--- src/sv/tpet_pkg.sv ---
// Package: event codes, register indexes and result types for the tablet pointer tracker.
`default_nettype none
package tpet_pkg;

  localparam int POS_W    = 15;
  localparam int SCR_W    = 13;
  localparam int PROD_W   = POS_W + SCR_W;
  localparam int TYPE_W   = 16;
  localparam int CODE_W   = 16;
  localparam int VALUE_W  = 32;
  localparam int CFG_IDX_W = 1;

  localparam logic [POS_W-1:0]  POS_MAX    = 15'h7FFF;
  localparam logic [POS_W-1:0]  POS_CENTRE = 15'd16383;
  localparam logic [TYPE_W-1:0] EVT_KEY    = 16'h0001;
  localparam logic [TYPE_W-1:0] EVT_ABS    = 16'h0003;
  localparam logic [CODE_W-1:0] CODE_X     = 16'h0000;
  localparam logic [CODE_W-1:0] CODE_Y     = 16'h0001;
  localparam logic [CODE_W-1:0] CODE_LEFT  = 16'h0110;
  localparam logic [CODE_W-1:0] CODE_RIGHT = 16'h0111;

  localparam logic [SCR_W-1:0] WIDTH_RESET  = 13'd1024;
  localparam logic [SCR_W-1:0] HEIGHT_RESET = 13'd768;

  localparam logic [CFG_IDX_W-1:0] REG_SCREEN_WIDTH  = 1'd0;
  localparam logic [CFG_IDX_W-1:0] REG_SCREEN_HEIGHT = 1'd1;

  localparam logic KIND_BUTTON = 1'b0;
  localparam logic KIND_MOTION = 1'b1;
  localparam logic IDX_LEFT    = 1'b0;
  localparam logic IDX_RIGHT   = 1'b1;

  typedef struct packed {
    logic             kind;
    logic [POS_W-1:0] pos_x;
    logic [POS_W-1:0] pos_y;
    logic             idx;
    logic             pressed;
    logic             last;
  } raw_res_t;

  // p / 32767 for p < 2^28: q0 = p >> 15 leaves remainder (p & 0x7FFF) + q0,
  // which stays below twice the divisor, so one correction step suffices.
  function automatic logic [SCR_W-1:0] div_pos_max(input logic [PROD_W-1:0] p);
    logic [SCR_W-1:0] q0;
    logic [POS_W:0]   r;
    q0 = p[PROD_W-1:POS_W];
    r  = {1'b0, p[POS_W-1:0]} + {{(POS_W+1-SCR_W){1'b0}}, q0};
    return q0 + {{(SCR_W-1){1'b0}}, (r >= {1'b0, POS_MAX})};
  endfunction

endpackage
`default_nettype wire

--- src/sv/tablet_pointer_event_tracker.sv ---
// Tablet pointer tracker: position state, event decode, scaling pipeline and output register.
// A result passes from stage A through stages B and C to the output register.
// Throughput: one event per cycle while the output is not stalled; an event giving both a button
// and a motion result holds the decode stage for a second phase, set by the single result path into the scaler.
// Scaling is one 13x15 multiply per axis, then a constant divide by shift, add and compare.
// Reset (synchronous, active high): position to centre 16383, moved mark clear,
// screen size 1024 x 768, all stages empty.
`default_nettype none
module tablet_pointer_event_tracker
  import tpet_pkg::*;
(
  input  wire                    clk,
  input  wire                    rst,
  input  wire                    in_valid,
  output logic                   in_stall,
  input  wire [TYPE_W-1:0]       event_type,
  input  wire [CODE_W-1:0]       event_code,
  input  wire [VALUE_W-1:0]      event_value,
  input  wire                    batch_end,
  output logic                   out_valid,
  input  wire                    out_stall,
  output logic                   result_kind,
  output logic [SCR_W-1:0]       screen_x,
  output logic [SCR_W-1:0]       screen_y,
  output logic                   button_index,
  output logic                   button_pressed,
  output logic                   last_result,
  input  wire                    write_enable,
  input  wire [CFG_IDX_W-1:0]    write_index,
  input  wire [SCR_W-1:0]        write_data
);

  // configuration
  logic [SCR_W-1:0] screen_width;
  logic [SCR_W-1:0] screen_height;

  // tracked state
  logic [POS_W-1:0] position_x;
  logic [POS_W-1:0] position_y;
  logic             moved_flag;

  // stage A: input register
  logic              a_v;
  logic              a_phase;
  logic [TYPE_W-1:0] a_type;
  logic [CODE_W-1:0] a_code;
  logic [VALUE_W-1:0] a_value;
  logic              a_batch_end;

  // stage B: raw result, stage C: products, stage O: output
  logic             b_v;
  raw_res_t         b_res;
  logic             c_v;
  logic [PROD_W-1:0] c_prod_x;
  logic [PROD_W-1:0] c_prod_y;
  logic             c_kind;
  logic             c_idx;
  logic             c_pressed;
  logic             c_last;
  logic             o_v;

  // decode
  logic             is_abs;
  logic             is_btn;
  logic             is_axis;
  logic [POS_W-1:0] pos_sat;
  logic [POS_W-1:0] pos_x_next;
  logic [POS_W-1:0] pos_y_next;
  logic             moved_next;
  logic             emit_motion;
  logic             want_emit;
  logic             final_emit;
  raw_res_t         raw_now;

  logic o_ready, c_ready, b_ready;
  logic a_push, a_retire, a_ready, in_accept;

  always_comb begin
    is_abs  = (a_type == EVT_ABS);
    is_btn  = (a_type == EVT_KEY) && ((a_code == CODE_LEFT) || (a_code == CODE_RIGHT));
    is_axis = is_abs && ((a_code == CODE_X) || (a_code == CODE_Y));
    pos_sat = (a_value > {{(VALUE_W-POS_W){1'b0}}, POS_MAX}) ? POS_MAX : a_value[POS_W-1:0];
    pos_x_next = (is_abs && (a_code == CODE_X)) ? pos_sat : position_x;
    pos_y_next = (is_abs && (a_code == CODE_Y)) ? pos_sat : position_y;
    moved_next  = moved_flag | is_axis;
    emit_motion = a_batch_end && moved_next;
    want_emit   = (is_btn && !a_phase) || emit_motion;
    final_emit  = !(is_btn && !a_phase && emit_motion);

    raw_now.pos_x = pos_x_next;
    raw_now.pos_y = pos_y_next;
    if (is_btn && !a_phase) begin
      raw_now.kind    = KIND_BUTTON;
      raw_now.idx     = (a_code == CODE_LEFT) ? IDX_LEFT : IDX_RIGHT;
      raw_now.pressed = (a_value != '0);
      raw_now.last    = !emit_motion;
    end else begin
      raw_now.kind    = KIND_MOTION;
      raw_now.idx     = 1'b0;
      raw_now.pressed = 1'b0;
      raw_now.last    = 1'b1;
    end
  end

  assign o_ready   = !o_v || !out_stall;
  assign c_ready   = !c_v || o_ready;
  assign b_ready   = !b_v || c_ready;
  assign a_push    = a_v && want_emit && b_ready;
  assign a_retire  = a_v && (!want_emit || (b_ready && final_emit));
  assign a_ready   = !a_v || a_retire;
  assign in_stall  = !a_ready;
  assign in_accept = in_valid && a_ready;
  assign out_valid = o_v;

  // config and tracked state
  always_ff @(posedge clk) begin
    if (rst) begin
      screen_width  <= WIDTH_RESET;
      screen_height <= HEIGHT_RESET;
      position_x    <= POS_CENTRE;
      position_y    <= POS_CENTRE;
      moved_flag    <= 1'b0;
    end else begin
      if (write_enable) begin
        case (write_index)
          REG_SCREEN_WIDTH:  screen_width  <= write_data;
          REG_SCREEN_HEIGHT: screen_height <= write_data;
          default: ;
        endcase
      end
      if (a_retire) begin
        position_x <= pos_x_next;
        position_y <= pos_y_next;
        moved_flag <= emit_motion ? 1'b0 : moved_next;
      end
    end
  end

  // stage A
  always_ff @(posedge clk) begin
    if (rst) begin
      a_v     <= 1'b0;
      a_phase <= 1'b0;
    end else begin
      if (a_ready) a_v <= in_valid;
      if (a_retire) begin
        a_phase <= 1'b0;
      end else if (a_push) begin
        a_phase <= 1'b1;
      end
    end
    if (in_accept) begin
      a_type      <= event_type;
      a_code      <= event_code;
      a_value     <= event_value;
      a_batch_end <= batch_end;
    end
  end

  // stage B
  always_ff @(posedge clk) begin
    if (rst) begin
      b_v <= 1'b0;
    end else if (b_ready) begin
      b_v <= a_push;
    end
    if (b_ready && a_push) b_res <= raw_now;
  end

  // stage C: scale multiply
  always_ff @(posedge clk) begin
    if (rst) begin
      c_v <= 1'b0;
    end else if (c_ready) begin
      c_v <= b_v;
    end
    if (c_ready && b_v) begin
      c_prod_x  <= PROD_W'(screen_width) * PROD_W'(b_res.pos_x);
      c_prod_y  <= PROD_W'(screen_height) * PROD_W'(b_res.pos_y);
      c_kind    <= b_res.kind;
      c_idx     <= b_res.idx;
      c_pressed <= b_res.pressed;
      c_last    <= b_res.last;
    end
  end

  // output register: divide by full scale
  always_ff @(posedge clk) begin
    if (rst) begin
      o_v <= 1'b0;
    end else if (o_ready) begin
      o_v <= c_v;
    end
    if (o_ready && c_v) begin
      result_kind    <= c_kind;
      screen_x       <= div_pos_max(c_prod_x);
      screen_y       <= div_pos_max(c_prod_y);
      button_index   <= c_idx;
      button_pressed <= c_pressed;
      last_result    <= c_last;
    end
  end

`ifndef SYNTH
  a_phase_needs_item: assert property (@(posedge clk) disable iff (rst)
    a_phase |-> a_v)
    else $error("second result phase without an event held");

  two_result_split: assert property (@(posedge clk) disable iff (rst)
    (a_push && !final_emit) |=> (a_v && a_phase))
    else $error("button result not followed by motion phase");

  batch_clears_moved: assert property (@(posedge clk) disable iff (rst)
    (a_retire && a_batch_end) |=> !moved_flag)
    else $error("moved mark survived end of batch");

  motion_is_last: assert property (@(posedge clk) disable iff (rst)
    (o_v && (result_kind == KIND_MOTION)) |-> last_result)
    else $error("motion result not marked last");
`endif

endmodule
`default_nettype wire

--- config.mk ---
export PLATFORM = sky130hd
export DESIGN_NAME = tablet_pointer_event_tracker
export DESIGN_NICKNAME = d
export VERILOG_FILES = /design/src/sv/tpet_pkg.sv /design/src/sv/tablet_pointer_event_tracker.sv
export SDC_FILE = /design/constraint.sdc
export NUM_CORES = 1
export LEC_CHECK = 0
export BUFFER_PORTS_ARGS = -buffer_cell sky130_fd_sc_hd__buf_2
export CAP_MARGIN = 40
export CORE_ASPECT_RATIO = 1.75
export CORE_MARGIN = 4
export CORE_UTILIZATION = 40
export DETAILED_ROUTE_END_ITERATION = 6
export GPL_TIMING_DRIVEN = 0
export MAX_ROUTING_LAYER = met4
export PLACE_DENSITY = 0.58
export SYNTH_ARGS = -nofsm -noshare
export SYNTH_HDL_FRONTEND = slang
export SYNTH_SLANG_ARGS = --single-unit
--- constraint.sdc ---
create_clock -name clk -period 9.3 [get_ports clk]
set_clock_uncertainty 0.05 [all_clocks]
set_input_delay 0 -clock clk [delete_from_list [all_inputs] [get_ports clk]]
set_output_delay 0 -clock clk [all_outputs]
set_load 0.03 [all_outputs]
==> metrics.cfg <==
[sta]
tightest_slew_ps=878
rsz0062_at_grt=no
max_freq_mhz=157
fin_crit_sh_pct=68.6
finalHoldViolations=0
setup_viol=0
period_needed_ps=6380
drv_slew=0
finalSetupTns_ps=0
slew_headroom_pct=41.4

[clock_tree]
clk_pin_slew_ps=70
cts_tree=built
cts-root-buf=clkbuf_16
htreeDepth=1
cts_setup_buffers=0
cts_inserted_buffers=25
clock_path_buffers=3
clock_latency_ps=580
clkSinkCount=251
cts_hold_buf=91
cts.repair.resized=0

[power_and_ir_drop]
power_switching_uw=963
share_comb_of_total_power_pct=26.1
share_seq_of_total_power_pct=40.3
power_density_nw_per_um2=121
vdd_drop_max_mv=0.184
p_sw_share_pct=30.2
leakage_nw=12.0
power.internal_mw=2.23
p_clk_share_pct=33.6

[floorplan]
rows=115
die_w_um=189
initial_core_util_pct=40.6
die-area_um2=61400
die_h_um=325
coreArea_um2=56500
io_pins=116

[place]
portBuffers=114
dp_hpwl_um=47500
gp_congestion=0.937

[logic_synthesis]
yosysSeqAreaShare_pct=30.1
yosysMostFrequentCell=inv_1
synth_area_leaders=fa_1, edfxtp_1, ha_1, inv_1, and2_1
synth.distinct_cells=72
synth.largest_area_cell=fa_1
synth_area_per_cell_um2=9.93
ys_seq_elements=251
synth_common_cells=inv_1, nand2_1, fa_1, and2_1, edfxtp_1
synth_top_area_share_pct=25.1
synthCells=2313
ys.warnings.count=0
ys.flop_type=edfxtp_1
synth_nets=2861
async_flop_share_pct=0
netlist_area_um2=23000
synth-edff-count=189

[routing]
detail-route-antenna-nets=0
dr.first_iter.drc_count=798
vias_per_cell=5.00
drc_errors=0
wire_per_inst_um=17.5
totalWireLength_um=58100
num_vias=16645
drtPass1Iterations=5

[grt]
use_met1_pct=20.2
grt_pass1_wl_um=93800
antenna_found_initial=0
grt.total_usage_pct=19.6
grt-ovfl-total=0
grt.busiest_layer=met2
grt_max_degree=35
met3_usage_pct=1.60
grt_pass1_vias=18207
grt_use_met2_pct=37.2

[final_layout]
final_util_pct=46.7
multiInputGateArea_um2=14200
regArea_um2=6920
num-fill-cells=5255
synthToLayoutAreaGrowth_pct=15.0
drive_gt1_share_pct=7.59
n_antenna_cell=0
finalNetCount=3098

[worst_setup_path]
timing_worst_setup_path_type=flop to flop
endpoint_kind=flop
cp.required_ps=9680
slowest_delay_ps=590
startpoint_type=flop
crit_chain=clkbuf_1 > nand2_1 > fa_1 > fa_1 > fa_1 > inv_1 > fa_1 > inv_1 > fa_1 > inv_1 > ha_1 > a2111oi_0 > nand2b_1 > a41o_1 > a211oi_2 > nor3b_1 > or3b_2 > nand3_1
cp_common_cell=fa_1
cp_max_fo=10
crit_path_top_delay_cell=dfxtp_1
arrival_ps=6760

[status]
status=completed

[job]
cap_violations=0

[worst_hold_path]
min_path_type=input port to flop

## sequential cells by signal, indices dropped and copies added, names as in the netlist, 15 cells and up
signal and flops:
b_res 34, c_prod_x 28, c_prod_y 28, a_type 16
position_y 15, a_code 16, position_x 15, a_value 32
## per-stage QoR
| step | area, um^2 | hold slack (ps) | worst slack, ps | instances | power (mW) |
|---|---|---|---|---|---|
| after floorplan | 23000 | 48.9 | 3740 | 2313 | 1.92 |
| after global placement | 24500 | 127 | 3020 | 3187 | 2.10 |
| after detailed placement | 24600 | 128 | 2930 | 3192 | 2.12 |
| after CTS | 26400 | 36.1 | 2870 | 3329 | 3.23 |
| after global routing | 26400 | 65.7 | 2640 | 3329 | 3.40 |
| final | 26400 | 73.4 | 2920 | 3329 | 3.19 |
## worst max-delay path: cells and delay by family, from the launching register on
| kind | cells | cell delay [ps] |
|---|---|---|
| adders and majority gates | 6 | 2870 |
| AOI/OAI and AO/OA | 3 | 1080 |
| and+or+nand+nor | 5 | 960 |
| buffers and inverters | 4 | 660 |
| DFF | 1 | 590 |
## area by class of cell
class	instances	share of cell area, %
Timing Repair Buffer	210	5.99
Buffer	84	1.31
Clock buffer	32	2.71
Sequential cell	251	26.2
Multi-Input combinational cell	1583	54.0
Inverter	395	5.62
Tap cell	760	3.60
Clock inverter	14	0.588
## kinds of logic after synthesis
group                    after synthesis  share of synthesized area, %
adder cells (fa/ha/maj)              464                          34.7
buffers and inverters                479                          7.97
multiplexers                          19                         0.828
AND/OR/NAND/NOR                      759                          16.3
AO/OA/AOI/OAI                        265                          7.22
flip-flops                           251                          30.1
XOR/XNOR                              76                          2.90
## final timing paths
path               startpoint      endpoint  slack (ps)  cells after the start
max          screen_height[9]  c_prod_y[26]        2920                     18
min             event_code[4]     a_code[4]          70                      2
max reg2reg  screen_height[9]  c_prod_y[26]        2920                     18
min reg2reg          b_res[2]         c_idx         370                      0
## placed cells by master (no fill, tap or decap), types with 21 or more instances in the layout
cell,Yosys,layout
dfxtp_1,62,62
nand2_1,294,294
xnor2_1,55,55
clkbuf_16,0,27
edfxtp_1,189,189
xor2_1,21,21
nand3_1,26,26
and2_1,202,202
nor2_1,106,104
dlygate4sd3_1,0,91
ha_1,176,176
o21ai_0,29,29
a21oi_1,132,132
a21o_1,24,24
inv_1,395,395
nor3_1,37,37
clkbuf_1,77,80
buf_2,1,115
fa_1,288,288
## power groups by stage
stage                     logic (mW)  registers [mW]  clock network [mW]
after detailed placement       0.806            1.31                   0
final                          0.834            1.29                1.07
after CTS                      0.842            1.28                1.10
after global placement         0.786            1.31                   0
after global routing           0.963            1.29                1.15
after floorplan                0.620            1.30                   0
## layer usage
layer  share of wire (%)  wire length [um]
met1                  36             20900
met2                  56             32300
met3                 3.2              1840
met4                 5.3              3110
met5                   0                 0
Power figures use the tool's default switching activity.
